$ cat config.mk
export PLATFORM = sky130hd
export DESIGN_NAME = framed_message_receiver
export DESIGN_NICKNAME = d
export VERILOG_FILES = /design/src/hdl/fmr_pkg.sv /design/src/hdl/framed_message_receiver.sv /design/src/hdl/fmr_ctrl.sv /design/src/hdl/fmr_datapath.sv
export SDC_FILE = /design/constraint.sdc
export NUM_CORES = 1
export LEC_CHECK = 0
export BUFFER_PORTS_ARGS = -buffer_cell sky130_fd_sc_hd__buf_2
export CORE_MARGIN = 2
export CORE_UTILIZATION = 60
export CTS_BUF_LIST = sky130_fd_sc_hd__clkbuf_16
export DETAILED_ROUTE_END_ITERATION = 7
export GPL_ROUTABILITY_DRIVEN = 0
export GPL_TIMING_DRIVEN = 0
export PLACE_DENSITY_LB_ADDON = 0.2
export SYNTH_ARGS = -nofsm -noshare
export SYNTH_HDL_FRONTEND = slang
export SYNTH_SLANG_ARGS = --single-unit
$ cat constraint.sdc
create_clock -name i_clk -period 6.4 [get_ports i_clk]
set_input_delay 1.6 -clock i_clk [delete_from_list [all_inputs] [get_ports i_clk]]
set_output_delay 1.6 -clock i_clk [all_outputs]
set_load 0.01 [all_outputs]
$ cat src/hdl/fmr_pkg.sv
// Shared types and constants for the framed message receiver.
// Used by fmr_ctrl, fmr_datapath and framed_message_receiver; no dependencies.
package fmr_pkg;

    localparam int LEN_W = 7;
    localparam int IDX_W = 7;

    localparam logic [7:0] START_MARK = 8'h02;
    localparam logic [7:0] NACK_MARK  = 8'h02;
    localparam logic [7:0] NACK_CODE  = 8'h4E;
    localparam logic [7:0] NACK_SUM   = 8'hB0;
    localparam logic [IDX_W-1:0] NACK_LAST = 7'd3;
    localparam logic [LEN_W-1:0] MAX_LEN_RESET = 7'd64;

    typedef enum logic [1:0] {
        KIND_TEXT = 2'd0,
        KIND_MSG  = 2'd1,
        KIND_NACK = 2'd2,
        KIND_DROP = 2'd3
    } t_kind;

    typedef enum logic [2:0] {
        ST_IDLE,
        ST_LEN,
        ST_BODY,
        ST_NACK,
        ST_MSG_RD,
        ST_MSG_OUT
    } t_state;

    typedef enum logic [2:0] {
        OSEL_NONE,
        OSEL_TEXT,
        OSEL_DROP,
        OSEL_NACK,
        OSEL_MSG
    } t_out_sel;

    typedef struct packed {
        logic     sum_clear;
        logic     len_load;
        logic     body_write;
        logic     idx_clear;
        logic     idx_inc;
        logic     rd_en;
        t_out_sel out_sel;
    } t_cmd;

    typedef struct packed {
        logic is_start;
        logic len_bad;
        logic body_done;
        logic sum_ok;
        logic len_one;
        logic nack_done;
        logic msg_last;
        logic out_free;
    } t_status;

    function automatic logic [7:0] nack_byte(input logic [1:0] idx);
        logic [7:0] b;
        case (idx)
            2'd0:    b = NACK_MARK;
            2'd1:    b = NACK_MARK;
            2'd2:    b = NACK_CODE;
            default: b = NACK_SUM;
        endcase
        return b;
    endfunction

endpackage

$ cat src/hdl/framed_message_receiver.sv
// Framed message receiver top level: controller plus datapath.
// Depends on fmr_pkg, fmr_ctrl and fmr_datapath.
//
//   channel   direction   handshake            payload
//   input     in          i_valid / o_stall    i_rx_byte
//   result    out         o_valid / i_stall    o_out_kind, o_out_byte, o_out_last
//   config    in          i_cfg_wr_en          i_cfg_wr_data (max_frame_len)
//
// Requests (text, start mark, length and body bytes) are taken in the idle, length and
// body phases, whenever the output register is empty or being drained.
// A NACK is sent byte by byte from the NACK table; an accepted message is sent byte
// by byte via the frame buffer's registered read port (address, then output step).
// Reset (synchronous, active low) returns to idle, empties the output register and
// sets max_frame_len to 64. The frame buffer is not cleared.
// A stalled result holds the output register; new requests wait behind it.
module framed_message_receiver
    import fmr_pkg::*;
#(
    parameter int FRAME_DEPTH = 64
) (
    input  logic             i_clk,
    input  logic             i_rst_n,
    input  logic             i_cfg_wr_en,
    input  logic [LEN_W-1:0] i_cfg_wr_data,
    input  logic             i_valid,
    output logic             o_stall,
    input  logic [7:0]       i_rx_byte,
    output logic             o_valid,
    input  logic             i_stall,
    output logic [1:0]       o_out_kind,
    output logic [7:0]       o_out_byte,
    output logic             o_out_last
);

    t_cmd    cmd;
    t_status sts;

    fmr_ctrl u_ctrl (
        .i_clk   (i_clk),
        .i_rst_n (i_rst_n),
        .i_valid (i_valid),
        .o_stall (o_stall),
        .i_sts   (sts),
        .o_cmd   (cmd)
    );

    fmr_datapath #(
        .FRAME_DEPTH (FRAME_DEPTH)
    ) u_datapath (
        .i_clk         (i_clk),
        .i_rst_n       (i_rst_n),
        .i_cfg_wr_en   (i_cfg_wr_en),
        .i_cfg_wr_data (i_cfg_wr_data),
        .i_rx_byte     (i_rx_byte),
        .i_cmd         (cmd),
        .o_sts         (sts),
        .o_valid       (o_valid),
        .i_stall       (i_stall),
        .o_out_kind    (o_out_kind),
        .o_out_byte    (o_out_byte),
        .o_out_last    (o_out_last)
    );

endmodule

$ cat src/hdl/fmr_ctrl.sv
// Frame receiver controller: phase state machine issuing datapath commands.
// Depends on fmr_pkg for the state, command and status types.
module fmr_ctrl
    import fmr_pkg::*;
(
    input  logic    i_clk,
    input  logic    i_rst_n,
    input  logic    i_valid,
    output logic    o_stall,
    input  t_status i_sts,
    output t_cmd    o_cmd
);

    t_state r_state;
    t_state n_state;
    logic   ready;
    logic   accept;

    assign ready  = ((r_state == ST_IDLE) || (r_state == ST_LEN) || (r_state == ST_BODY))
                    && i_sts.out_free;
    assign accept = i_valid && ready;
    assign o_stall = !ready;

    always_ff @(posedge i_clk) begin
        if (!i_rst_n) begin
            r_state <= ST_IDLE;
        end else begin
            r_state <= n_state;
        end
    end

    // next state
    always_comb begin
        n_state = r_state;
        case (r_state)
            ST_IDLE: begin
                if (accept && i_sts.is_start) begin
                    n_state = ST_LEN;
                end
            end
            ST_LEN: begin
                if (accept) begin
                    n_state = i_sts.len_bad ? ST_IDLE : ST_BODY;
                end
            end
            ST_BODY: begin
                if (accept && i_sts.body_done) begin
                    if (!i_sts.sum_ok) begin
                        n_state = ST_NACK;
                    end else if (i_sts.len_one) begin
                        n_state = ST_IDLE;
                    end else begin
                        n_state = ST_MSG_RD;
                    end
                end
            end
            ST_NACK: begin
                if (i_sts.out_free && i_sts.nack_done) begin
                    n_state = ST_IDLE;
                end
            end
            ST_MSG_RD: begin
                n_state = ST_MSG_OUT;
            end
            ST_MSG_OUT: begin
                if (i_sts.out_free) begin
                    n_state = i_sts.msg_last ? ST_IDLE : ST_MSG_RD;
                end
            end
            default: begin
                n_state = ST_IDLE;
            end
        endcase
    end

    // commands
    always_comb begin
        o_cmd = '{sum_clear: 1'b0, len_load: 1'b0, body_write: 1'b0, idx_clear: 1'b0,
                  idx_inc: 1'b0, rd_en: 1'b0, out_sel: OSEL_NONE};
        case (r_state)
            ST_IDLE: begin
                if (accept) begin
                    if (i_sts.is_start) begin
                        o_cmd.sum_clear = 1'b1;
                    end else begin
                        o_cmd.out_sel = OSEL_TEXT;
                    end
                end
            end
            ST_LEN: begin
                if (accept) begin
                    if (i_sts.len_bad) begin
                        o_cmd.out_sel = OSEL_DROP;
                    end else begin
                        o_cmd.len_load = 1'b1;
                    end
                end
            end
            ST_BODY: begin
                if (accept) begin
                    o_cmd.body_write = 1'b1;
                    o_cmd.idx_clear  = i_sts.body_done;
                end
            end
            ST_NACK: begin
                if (i_sts.out_free) begin
                    o_cmd.out_sel = OSEL_NACK;
                    o_cmd.idx_inc = 1'b1;
                end
            end
            ST_MSG_RD: begin
                o_cmd.rd_en = 1'b1;
            end
            ST_MSG_OUT: begin
                if (i_sts.out_free) begin
                    o_cmd.out_sel = OSEL_MSG;
                    o_cmd.idx_inc = 1'b1;
                end
            end
            default: begin
                o_cmd.out_sel = OSEL_NONE;
            end
        endcase
    end

    a_load_only_when_free: assert property (@(posedge i_clk) disable iff (!i_rst_n)
        (o_cmd.out_sel != OSEL_NONE) |-> i_sts.out_free)
        else $error("result loaded while output register busy");

    a_read_before_out: assert property (@(posedge i_clk) disable iff (!i_rst_n)
        (r_state == ST_MSG_OUT) |-> ($past(r_state) == ST_MSG_RD || $past(r_state) == ST_MSG_OUT))
        else $error("message byte emitted without a preceding read");

    a_no_accept_while_emitting: assert property (@(posedge i_clk) disable iff (!i_rst_n)
        (r_state == ST_NACK || r_state == ST_MSG_RD || r_state == ST_MSG_OUT) |-> o_stall)
        else $error("request accepted during emission");

endmodule

$ cat src/hdl/fmr_datapath.sv
// Frame receiver datapath: sum, counters, frame buffer and output register.
// Depends on fmr_pkg for command/status types, constants and the NACK table.
module fmr_datapath
    import fmr_pkg::*;
#(
    parameter int FRAME_DEPTH = 64
) (
    input  logic             i_clk,
    input  logic             i_rst_n,
    input  logic             i_cfg_wr_en,
    input  logic [LEN_W-1:0] i_cfg_wr_data,
    input  logic [7:0]       i_rx_byte,
    input  t_cmd             i_cmd,
    output t_status          o_sts,
    output logic             o_valid,
    input  logic             i_stall,
    output logic [1:0]       o_out_kind,
    output logic [7:0]       o_out_byte,
    output logic             o_out_last
);

    localparam int AW  = $clog2(FRAME_DEPTH);
    localparam int CAP = (FRAME_DEPTH < 127) ? FRAME_DEPTH : 127;

    logic [LEN_W-1:0] r_max_len;
    logic [7:0]       r_sum;
    logic [LEN_W-1:0] r_count;
    logic [LEN_W-1:0] r_len;
    logic [IDX_W-1:0] r_idx;
    logic [7:0]       r_rd_data;
    logic [7:0]       r_mem [FRAME_DEPTH];

    logic             r_out_valid;
    t_kind            r_out_kind;
    logic [7:0]       r_out_byte;
    logic             r_out_last;

    logic [LEN_W-1:0] limit;
    logic [7:0]       sum_next;
    logic [7:0]       count_next;
    logic             out_free;

    assign limit      = (r_max_len < LEN_W'(CAP)) ? r_max_len : LEN_W'(CAP);
    assign sum_next   = r_sum + i_rx_byte;
    assign count_next = {1'b0, r_count} + 8'd1;
    assign out_free   = !r_out_valid || !i_stall;

    assign o_sts.is_start  = (i_rx_byte == START_MARK);
    assign o_sts.len_bad   = (i_rx_byte == 8'd0) || (i_rx_byte > {1'b0, limit});
    assign o_sts.body_done = (count_next >= {1'b0, r_len});
    assign o_sts.sum_ok    = (sum_next == 8'd0);
    assign o_sts.len_one   = (r_len == 7'd1);
    assign o_sts.nack_done = (r_idx == NACK_LAST);
    assign o_sts.msg_last  = (({1'b0, r_idx} + 8'd2) == {1'b0, r_len});
    assign o_sts.out_free  = out_free;

    always_ff @(posedge i_clk) begin
        if (!i_rst_n) begin
            r_max_len <= MAX_LEN_RESET;
        end else if (i_cfg_wr_en) begin
            r_max_len <= i_cfg_wr_data;
        end
    end

    always_ff @(posedge i_clk) begin
        if (!i_rst_n) begin
            r_sum   <= '0;
            r_count <= '0;
            r_len   <= '0;
            r_idx   <= '0;
        end else begin
            if (i_cmd.sum_clear) begin
                r_sum <= '0;
            end else if (i_cmd.len_load || i_cmd.body_write) begin
                r_sum <= sum_next;
            end
            if (i_cmd.len_load) begin
                r_len   <= i_rx_byte[LEN_W-1:0];
                r_count <= '0;
            end else if (i_cmd.body_write) begin
                r_count <= count_next[LEN_W-1:0];
            end
            if (i_cmd.idx_clear) begin
                r_idx <= '0;
            end else if (i_cmd.idx_inc) begin
                r_idx <= r_idx + 7'd1;
            end
        end
    end

    // frame buffer: one write port, one registered read port
    always_ff @(posedge i_clk) begin
        if (i_cmd.body_write) begin
            r_mem[AW'(r_count)] <= i_rx_byte;
        end
        if (i_cmd.rd_en) begin
            r_rd_data <= r_mem[AW'(r_idx)];
        end
    end

    always_ff @(posedge i_clk) begin
        if (!i_rst_n) begin
            r_out_valid <= 1'b0;
        end else if (i_cmd.out_sel != OSEL_NONE) begin
            r_out_valid <= 1'b1;
        end else if (!i_stall) begin
            r_out_valid <= 1'b0;
        end
    end

    always_ff @(posedge i_clk) begin
        case (i_cmd.out_sel)
            OSEL_TEXT: begin
                r_out_kind <= KIND_TEXT;
                r_out_byte <= i_rx_byte;
                r_out_last <= 1'b1;
            end
            OSEL_DROP: begin
                r_out_kind <= KIND_DROP;
                r_out_byte <= i_rx_byte;
                r_out_last <= 1'b1;
            end
            OSEL_NACK: begin
                r_out_kind <= KIND_NACK;
                r_out_byte <= nack_byte(r_idx[1:0]);
                r_out_last <= o_sts.nack_done;
            end
            OSEL_MSG: begin
                r_out_kind <= KIND_MSG;
                r_out_byte <= r_rd_data;
                r_out_last <= o_sts.msg_last;
            end
            default: begin
                r_out_kind <= r_out_kind;
            end
        endcase
    end

    assign o_valid    = r_out_valid;
    assign o_out_kind = r_out_kind;
    assign o_out_byte = r_out_byte;
    assign o_out_last = r_out_last;

    a_load_sets_valid: assert property (@(posedge i_clk) disable iff (!i_rst_n)
        (i_cmd.out_sel != OSEL_NONE) |=> r_out_valid)
        else $error("loaded result not presented");

    a_write_in_frame: assert property (@(posedge i_clk) disable iff (!i_rst_n)
        i_cmd.body_write |-> (r_count < r_len))
        else $error("frame buffer write past frame length");

    a_read_in_frame: assert property (@(posedge i_clk) disable iff (!i_rst_n)
        i_cmd.rd_en |-> (({1'b0, r_idx} + 8'd2) <= {1'b0, r_len}))
        else $error("frame buffer read past message end");

endmodule
==> results_dict.tcl, run 1 <==
set metrics [dict create \
    synthFlopType "edfxtp_1" \
    fmax_ghz 0.212 \
    die_y_um 201 \
    vias_per_cell 6.63 \
    root_buffer "clkbuf_16" \
    multi_input_area_um2 6230 \
    diodes 0 \
    cp.required_ns 6.64 \
    fin_cells 1966 \
    ant_nets 0 \
    yosysWarnings 0 \
    clock_latency_ns 0.62 \
    synth_edf_count 531 \
    grt_usage_pct 29.2 \
    tightest_slew_ns 1.37 \
    hold_path_startpoint "u_datapath.r_sum[4]$_SDFFE_PP0P_" \
    cts_num_sinks 571 \
    vias 13000 \
    hold_violations 0 \
    min_period_ns 4.71 \
    cp_max_fo 10 \
    num_io_pins 33 \
    grt_max_degree 72 \
    final_core_util_pct 67.8 \
    worstReg2RegStart "u_datapath.o_valid$_SDFFE_PN0P_" \
    synth_area_um2 23400 \
    hold_buffers 0 \
    synth_common_cells "531 x edfxtp_1, 120 x mux4_2, 116 x nor2_1, 69 x mux2i_1, 58 x nand2_1" \
    dp.final_hpwl_um 35700 \
    area_growth_pct 11.9 \
    dp.cells 1861 \
    yosysUniqueCellTypes 64 \
    cts_buffers 55 \
    cts-resized-gates 0 \
    yosysTopAreaCell "edfxtp_1" \
    grt_pass1_vias 12600 \
    synthTopCellsByArea "edfxtp_1 68%, mux4_2 12%, dfxtp_1 3.4%, mux2i_1 3.0%, nor2_1 1.9%" \
    arrival_ns 4.95 \
    tritoncts "yes" \
    final_area_um2 26200 \
    setup.worst_path.start_class "input port" \
    post-route-period-util_pct 73.6 \
    h-tree-depth 2 \
    gr-total-overflow 0 \
    slew_viol_final 0 \
    die_w_um 201 \
    postPlaceCellArea_um2 24200 \
    grt_setup_unrepaired "no" \
    finalSetupTns_ns 0 \
    path_class "input port to flop" \
    maxSlewHeadroom_pct 8.54 \
    setup_slack_ns 1.69 \
    core-area_um2 38600 \
    p_leak_nw 8.20 \
    ys_ff_latch 571 \
    drc_errors 0 \
    yosysTopAreaCellShare_pct 68.2 \
    synth_most_common_cell "edfxtp_1" \
    clockBufferDepth 3 \
    path_clk_slew_ns 0.07 \
    critPathCaptureType "flop" \
    ys_seq_area_share_pct 71.7 \
    rows 72 \
    antenna_found_initial 0 \
    first_pass_iters 5 \
    cap_violations 0 \
    finalNetCount 1448 \
    status "completed" \
    syn_inst 1313 \
    seqCellArea_um2 16700 \
    critPathLaunch "i_stall" \
    syn_nets 1359 \
    drive_gt1_share_pct 18.8 \
    fill_cells 2545 \
    vdd_drop_max_v 0.000298 \
    postSynthAreaPerCell_um2 17.8 \
    cts_setup_buffers 0 \
    grt_pass1_wl_um 84700 \
    fin_worst_skew_ns 0.0206 \
    dieArea_um2 40500 \
    setup_viol 0 \
    initial_core_util_pct 60.6 \
    power.density_nw_per_um2 293 \
    portBuffers 30 \
    avgRoutedWirePerCell_um 29.5 \
    holdCritPathClass "flop to flop" \
    routed_wl_um 58000 \
    drtIter0Drc 1662 \
    dp_worst_setup_slack_ns 1.09 \
    ys_async_sr_fraction_pct 0 \
    reg2reg_slack_ns 2.45 \
]
==> layout make-up <==
cell class,instances,share of cell area (%)
Buffer,69,1.25
Clock buffer,57,5.45
Clock inverter,46,1.94
Inverter,17,0.244
Multi-Input combinational cell,656,23.8
Sequential cell,571,64.0
Tap cell,518,2.48
Timing Repair Buffer,32,0.804
==> stage by stage <==
stage / total power, mW / hold slack [ns]
6_report: 7.67 / 0.464
5_1_grt: 7.82 / 0.481
4_1_cts: 7.68 / 0.466
3_5_place_dp: 4.28 / 0.457
3_3_place_gp: 4.28 / 0.449
2_1_floorplan: 4.20 / 0.442
==> final timing paths <==
check / to / cells after the start
worst max-delay path: u_datapath.r_mem[62][4]$_DFFE_PP_ / 6
worst min register to register: u_datapath.r_sum[4]$_SDFFE_PP0P_ / 2
worst max register to register: u_datapath.r_mem[62][4]$_DFFE_PP_ / 5
worst min-delay path: u_datapath.r_sum[4]$_SDFFE_PP0P_ / 2
==> layer usage <==
layer | vias to the layer above | GRT usage [%] | share of wire (%)
li1 | 5458 | - | -
met1 | 6660 | 42.3 | 40
met2 | 783 | 44.5 | 46
met3 | 132 | 5.47 | 9.8
met4 | 0 | 12.3 | 4.0
met5 | - | 0 | 0
==> power breakdown <==
group          total (mW)  internal (mW)  switching [mW]
sequential           4.08           4.08         0.00271
clock                3.46           2.06            1.41
combinational       0.121         0.0265          0.0942
==> registers in the layout (all words and copies together), names as in the netlist, 2 cells and up <==
register / cells
u_datapath.r_mem: 512
u_datapath.o_out_byte: 8
u_datapath.r_rd_data: 8
u_datapath.r_sum: 8
u_datapath.r_count: 7
u_datapath.r_idx: 7
u_datapath.r_len: 7
u_datapath.r_max_len: 7
u_ctrl.r_state: 3
u_datapath.o_out_kind: 2
==> layout by cell type (no fill, tap or decap), types with 4 or more instances in the layout <==
master,synthesis,routed
a2111oi_0,4,4
a211oi_1,11,11
a21oi_1,27,27
a221o_1,6,6
a31oi_1,4,4
and3_1,8,8
buf_1,13,13
buf_2,15,40
buf_4,9,14
bufinv_16,0,11
clkbuf_1,30,30
clkbuf_16,0,57
clkinv_1,0,12
clkinv_2,0,9
dfxtp_1,40,40
edfxtp_1,531,531
ha_1,25,25
inv_1,16,25
mux2_2,5,5
mux2i_1,69,69
mux4_2,120,120
nand2_1,58,58
nand2b_1,6,6
nand3_1,17,17
nand3b_1,5,5
nor2_1,116,116
nor2b_1,9,9
nor3_1,13,13
nor3b_1,4,4
nor4_1,6,6
o211ai_1,7,7
o21ai_0,29,29
o221ai_1,11,11
o22ai_1,10,10
o31ai_1,7,7
or3_1,7,7
xnor2_1,11,11
xor2_1,16,16
==> worst max-delay path, cell delays in order <==
cell and delay, ns:
buf_2 0.12, a21boi_0 0.48, and3_1 0.38, clkbuf_1 0.38, nand4b_1 0.82, nor2_1 1.15
==> cell families after synthesis <==
kind of cell / after synthesis / share of synthesized area, %
buf+inv: 86 / 1.67
flops: 571 / 71.7
xor+xnor: 27 / 1.01
mux: 194 / 14.8
compound gates: 142 / 4.18
fa+ha+maj: 26 / 1.42
simple gates: 267 / 5.29
Note: power is estimated with default switching activity, not from simulation.
==> run 2, diff against run 1 <==
--- a/config.mk
+++ b/config.mk
@@ -7,7 +7,7 @@
 export LEC_CHECK = 0
 export BUFFER_PORTS_ARGS = -buffer_cell sky130_fd_sc_hd__buf_2
 export CORE_MARGIN = 2
-export CORE_UTILIZATION = 60
+export CORE_UTILIZATION = 57
 export CTS_BUF_LIST = sky130_fd_sc_hd__clkbuf_16
 export DETAILED_ROUTE_END_ITERATION = 7
 export GPL_ROUTABILITY_DRIVEN = 0
==> constraint.sdc (replaced) <==
create_clock -name i_clk -period 4.2 [get_ports i_clk]
set_input_delay 1.05 -clock i_clk [delete_from_list [all_inputs] [get_ports i_clk]]
set_output_delay 1.05 -clock i_clk [all_outputs]
set_load 0.01 [all_outputs]
==> run 2 against run 1 <==
  * Via count down 0.29%
  * Sequential cell count unchanged
  * Clock skew down 0.0038 ns
  * Critical path type unchanged
  * Largest power group unchanged
==> results_dict.tcl, run 2 (synthesis gave the netlist of run 1 again) <==
set metrics [dict create \
    setup_viol 0 \
    cp.required_ns 4.41 \
    critPathCaptureType "flop" \
    p_clk_share_pct 42.0 \
    crit_family "simple AND/OR/NAND/NOR gates" \
    tritoncts "yes" \
    power.density_nw_per_um2 427 \
    slowest_stage "nor2_1" \
    h-tree-depth 2 \
    drc_errors 0 \
    layout_commonest_cell "edfxtp_1" \
    holdCritPathClass "flop to flop" \
    area_growth_pct 10.8 \
    cp_max_fo 10 \
    setup.worst_path.start_class "input port" \
    fmax_ghz 0.244 \
    diodes 0 \
    top_register "u_datapath.r_mem" \
    p_leak_nw 8.06 \
    grt_max_degree 72 \
    pwr-share-seq_pct 56.4 \
    vdd_drop_max_v 0.000350 \
    min_period_ns 4.11 \
    antenna_found_initial 1 \
    final_core_util_pct 63.7 \
    num_io_pins 33 \
    vias 13000 \
    cts_num_sinks 571 \
    critPathBufInv 2 \
    drive_gt1_share_pct 17.7 \
    die_y_um 206 \
    hold_path_startpoint "u_datapath.r_sum[4]$_SDFFE_PP0P_" \
    grt_pass1_wl_um 84600 \
    slowest_delay_ns 1.08 \
    finalSetupTns_ns 0 \
    portBuffers 30 \
    hold_path_end "u_datapath.r_sum[4]$_SDFFE_PP0P_" \
    worstReg2RegStart "u_datapath.o_valid$_SDFFE_PN0P_" \
    grt_pass1_vias 12400 \
    grt_usage_pct 28.2 \
    finalNetCount 1447 \
    hold_buffers 0 \
    clock_latency_ns 0.60 \
    routed_wl_um 58100 \
    slew_viol_final 0 \
    status "completed" \
    p_int_mw 8.86 \
    p_sw_mw 2.18 \
    regToRegEndpoint "u_datapath.r_mem[62][5]$_DFFE_PP_" \
    vias_per_cell 6.58 \
    switching_share_pct 19.8 \
    reg2reg_slack_ns 0.33 \
    final_cell_mix "531 x edfxtp_1, 120 x mux4_2, 115 x nor2_1, 69 x mux2i_1, 58 x nand2_1" \
    gr-total-overflow 0 \
    hold_violations 0 \
    core-area_um2 40600 \
    rows 74 \
    ant_nets 0 \
    dp.final_hpwl_um 36500 \
    root_buffer "clkbuf_16" \
    arrival_ns 4.32 \
    first_pass_iters 5 \
    tightest_slew_ns 1.41 \
    clockBufferDepth 3 \
    path_cells "buf_2, a21boi_0, and3_1, clkbuf_1, nand4b_1, nor2_1" \
    combPwrFrac_pct 1.6 \
    fill_cells 2837 \
    largest_reg_flops 512 \
    fin_worst_skew_ns 0.0168 \
    whs_path_depth 2 \
    drtIter0Drc 1778 \
    initial_core_util_pct 57.5 \
    r2r_cells 5 \
    avgRoutedWirePerCell_um 29.4 \
    post-route-period-util_pct 97.8 \
    path_clk_slew_ns 0.06 \
    cap_violations 0 \
    maxSlewHeadroom_pct 5.91 \
    grt_setup_unrepaired "no" \
    cts_setup_buffers 0 \
    dieArea_um2 42600 \
    die_w_um 206 \
    cts_buffers 55 \
    path_class "input port to flop" \
]
## run 2: per-layer routing
metal	global-route usage (%)	part of all wire (%)	vias to the layer above	routed length, µm
met1	41.0	40	6672	23300
li1	-	-	5468	-
met3	5.82	10	124	5850
met2	42.9	46	729	26800
met5	0	0.024	-	14
met4	10.1	3.7	2	2130
## run 2: worst max path at each step
stage,startpoint,end,slack (ns),cells past startpoint
2_1_floorplan,i_rx_byte[5],u_datapath.o_out_byte[0]$_DFFE_PP_,1.12,7
3_3_place_gp,i_rx_byte[0],u_datapath.o_out_byte[2]$_DFFE_PP_,-0.40,9
3_5_place_dp,i_rx_byte[0],u_datapath.o_out_byte[2]$_DFFE_PP_,-0.58,9
4_1_cts,i_rx_byte[0],u_datapath.o_out_byte[4]$_DFFE_PP_,0.05,9
5_1_grt,i_rx_byte[3],u_datapath.o_out_byte[4]$_DFFE_PP_,0.009,8
6_report,i_stall,u_datapath.r_mem[62][5]$_DFFE_PP_,0.09,6
## run 2: area by class of cell
| type | instances | area (µm²) | area share, % |
|---|---|---|---|
| Buffer | 69 | 327 | 1.26 |
| Clock buffer | 55 | 1380 | 5.32 |
| Clock inverter | 44 | 294 | 1.14 |
| Inverter | 17 | 63.8 | 0.246 |
| Multi-Input combinational cell | 656 | 6230 | 24.1 |
| Sequential cell | 571 | 16700 | 64.7 |
| Tap cell | 532 | 666 | 2.57 |
| Timing Repair Buffer | 31 | 180 | 0.696 |
## run 2: metrics by stage
stage                     hold slack [ns]  instance area [µm²]  power (mW)  setup WS, ns  std cells
after floorplan                     0.442                23400        6.40          1.12       1313
after global placement              0.449                24200        6.52        -0.398       1875
after detailed placement            0.463                24200        6.52        -0.583       1875
after CTS                           0.471                25900        11.1        0.0521       1974
after global routing                0.502                25900        11.3       0.00950       1975
final                               0.467                25900        11.0        0.0943       1975
## run 2: tightest hold or removal path, cell delays in order (launching register included)
cell	delay, ns
dfxtp_1	0.31
nand2_1	0.05
mux2i_1	0.06
## run 2: what timing repair did
action,CTS,global route
endpoints found under the setup margin,0,2
resized for setup,0,1
hold endpoints to repair,0,0
## run 2: power groups by stage
stage	registers (mW)	logic (mW)	clock network, mW
6_report	6.22	0.180	4.64
4_1_cts	6.23	0.177	4.68
2_1_floorplan	6.35	0.0510	0
3_5_place_dp	6.35	0.177	0
3_3_place_gp	6.35	0.169	0
5_1_grt	6.22	0.197	4.90
==> run 3, diff against run 2 <==
--- a/config.mk
+++ b/config.mk
@@ -7,7 +7,7 @@
 export LEC_CHECK = 0
 export BUFFER_PORTS_ARGS = -buffer_cell sky130_fd_sc_hd__buf_2
 export CORE_MARGIN = 2
-export CORE_UTILIZATION = 57
+export CORE_UTILIZATION = 50
 export CTS_BUF_LIST = sky130_fd_sc_hd__clkbuf_16
 export DETAILED_ROUTE_END_ITERATION = 7
 export GPL_ROUTABILITY_DRIVEN = 0
==> run 3 against run 2 <==
  * Utilization down 7.5 points
  * Fmax rose by 2.0%
  * Clock-buffer cell count rose by 1
  * Via count shrank 1.8%
  * Final cell count rose by 3.7%
  * Register-to-register slack worse by 0.10 ns
  * Power is 1.8% higher
  * Sequential power is essentially flat
  * Sequential share of layout area decreased by 0.39 points
  * Critical endpoint is now u_datapath.r_mem[62][7]$_DFFE_PP_
  * Die area up 14%
  * Sequential cell count did not move
  * Largest cell class unchanged
  * Clock skew is 0.0061 ns higher
==> results_dict.tcl, run 3 (synthesis gave the netlist of run 1 again) <==
set metrics [dict create \
    status "completed" \
    core-area_um2 46400 \
    fmax_ghz 0.248 \
    drive_gt1_share_pct 18.2 \
    fin_cells 2049 \
    holdCritPathClass "flop to flop" \
    fin_worst_skew_ns 0.0229 \
    portBuffers 30 \
    vias 12800 \
    antenna_found_initial 1 \
    hold_buffers 0 \
    seqCellArea_um2 16700 \
    first_pass_iters 5 \
    largest_reg_flops 512 \
    drtIter0Drc 1615 \
    setup_viol 0 \
    drc_errors 0 \
    vias_per_cell 6.23 \
    h-tree-depth 2 \
    cts_setup_buffers 0 \
    tritoncts "yes" \
    avgRoutedWirePerCell_um 28.8 \
    maxSlewHeadroom_pct 9.22 \
    cts_num_sinks 571 \
    final_cell_mix "531 x edfxtp_1, 120 x mux4_2, 116 x nor2_1, 69 x mux2i_1, 58 x nand2_1" \
    power.density_nw_per_um2 432 \
    layout_commonest_cell "edfxtp_1" \
    grt_setup_unrepaired "no" \
    grt_usage_pct 25.0 \
    tightest_slew_ns 1.36 \
    clockBufferDepth 3 \
    die_y_um 220 \
    dp.final_hpwl_um 37200 \
    setup.worst_path.start_class "input port" \
    finalNetCount 1446 \
    cp_max_fo 10 \
    p_leak_nw 8.09 \
    gr-total-overflow 0 \
    path_clk_slew_ns 0.06 \
    vdd_drop_max_v 0.000340 \
    area_growth_pct 11.5 \
    cp.required_ns 4.44 \
    cap_violations 0 \
    initial_core_util_pct 50.4 \
    routed_wl_um 59100 \
    grt_pass1_wl_um 84800 \
    grt_pass1_vias 12200 \
    multi_input_area_um2 6230 \
    finalSetupTns_ns 0 \
    top_register "u_datapath.r_mem" \
    hold_violations 0 \
    arrival_ns 4.26 \
    cts-resized-gates 0 \
    dp.cells 1950 \
    root_buffer "clkbuf_16" \
    die_w_um 220 \
    clock_latency_ns 0.63 \
    grt_max_degree 72 \
    critPathCaptureType "flop" \
    post-route-period-util_pct 95.8 \
    rows 79 \
    ant_nets 0 \
    slew_viol_final 0 \
    num_io_pins 33 \
    cts_buffers 55 \
    dieArea_um2 48500 \
    min_period_ns 4.03 \
    fill_cells 3552 \
    path_class "input port to flop" \
]
## run 3: cell count changes in the layout (fill, tap and decap cells not counted), moves of 2 or more
cell	change
clkinv_2	+7
inv_1	-5
clkinv_1	-4
buf_2	-2
buf_4	+2
clkinvlp_4	-2
## run 3: final timing paths
check | start | endpoint | slack, ns | cells past startpoint
max | i_stall | u_datapath.r_mem[62][7]$_DFFE_PP_ | 0.17 | 6
min | u_datapath.r_sum[0]$_SDFFE_PP0P_ | u_datapath.r_sum[0]$_SDFFE_PP0P_ | 0.47 | 2
max reg2reg | u_datapath.r_idx[1]$_SDFFE_PP0P_ | u_datapath.r_rd_data[3]$_DFFE_PP_ | 0.23 | 8
min reg2reg | u_datapath.r_sum[0]$_SDFFE_PP0P_ | u_datapath.r_sum[0]$_SDFFE_PP0P_ | 0.47 | 2
## run 3: metal layers
layer  part of all wire, %  GRT usage [%]  up-vias
met5                 0.022              0        -
met4                   3.3           7.94        2
met3                   8.1           4.82      114
met2                    47           38.8      573
met1                    42           36.2     6616
li1                      -              -     5455
## run 3: area by class of cell
| class | count | share of cell area [%] |
|---|---|---|
| Antenna cell | 1 | 0.00961 |
| Buffer | 69 | 1.25 |
| Clock buffer | 56 | 5.38 |
| Clock inverter | 42 | 1.34 |
| Inverter | 17 | 0.245 |
| Multi-Input combinational cell | 656 | 23.9 |
| Sequential cell | 571 | 64.3 |
| Tap cell | 607 | 2.92 |
| Timing Repair Buffer | 30 | 0.634 |
## run 3: worst max-delay path: stages
cell and delay, ns:
buf_2 0.11, a21boi_0 0.48, and3_1 0.36, clkbuf_1 0.38, nand4b_1 0.80, nor2_1 1.07
## run 3: through the flow
| stage | power, mW | setup WS, ns | util [%] | hold WS, ns | cell area, µm² |
|---|---|---|---|---|---|
| floorplan | 6.40 | 1.12 | - | 0.442 | 23400 |
| global placement | 6.52 | -0.487 | 52.4 | 0.450 | 24300 |
| detailed placement | 6.53 | -0.634 | 52.4 | 0.466 | 24300 |
| CTS | 11.3 | 0.0161 | 56.1 | 0.473 | 26000 |
| global route | 11.5 | 0.0474 | 56.2 | 0.493 | 26000 |
| finish | 11.2 | 0.175 | 56.2 | 0.470 | 26000 |
## run 3: power by group
| part | internal, mW | switching (mW) | leakage [nW] |
|---|---|---|---|
| combinational | 0.0359 | 0.142 | 2.10 |
| clock | 2.72 | 2.12 | 0.889 |
| sequential | 6.22 | 0.00505 | 5.10 |
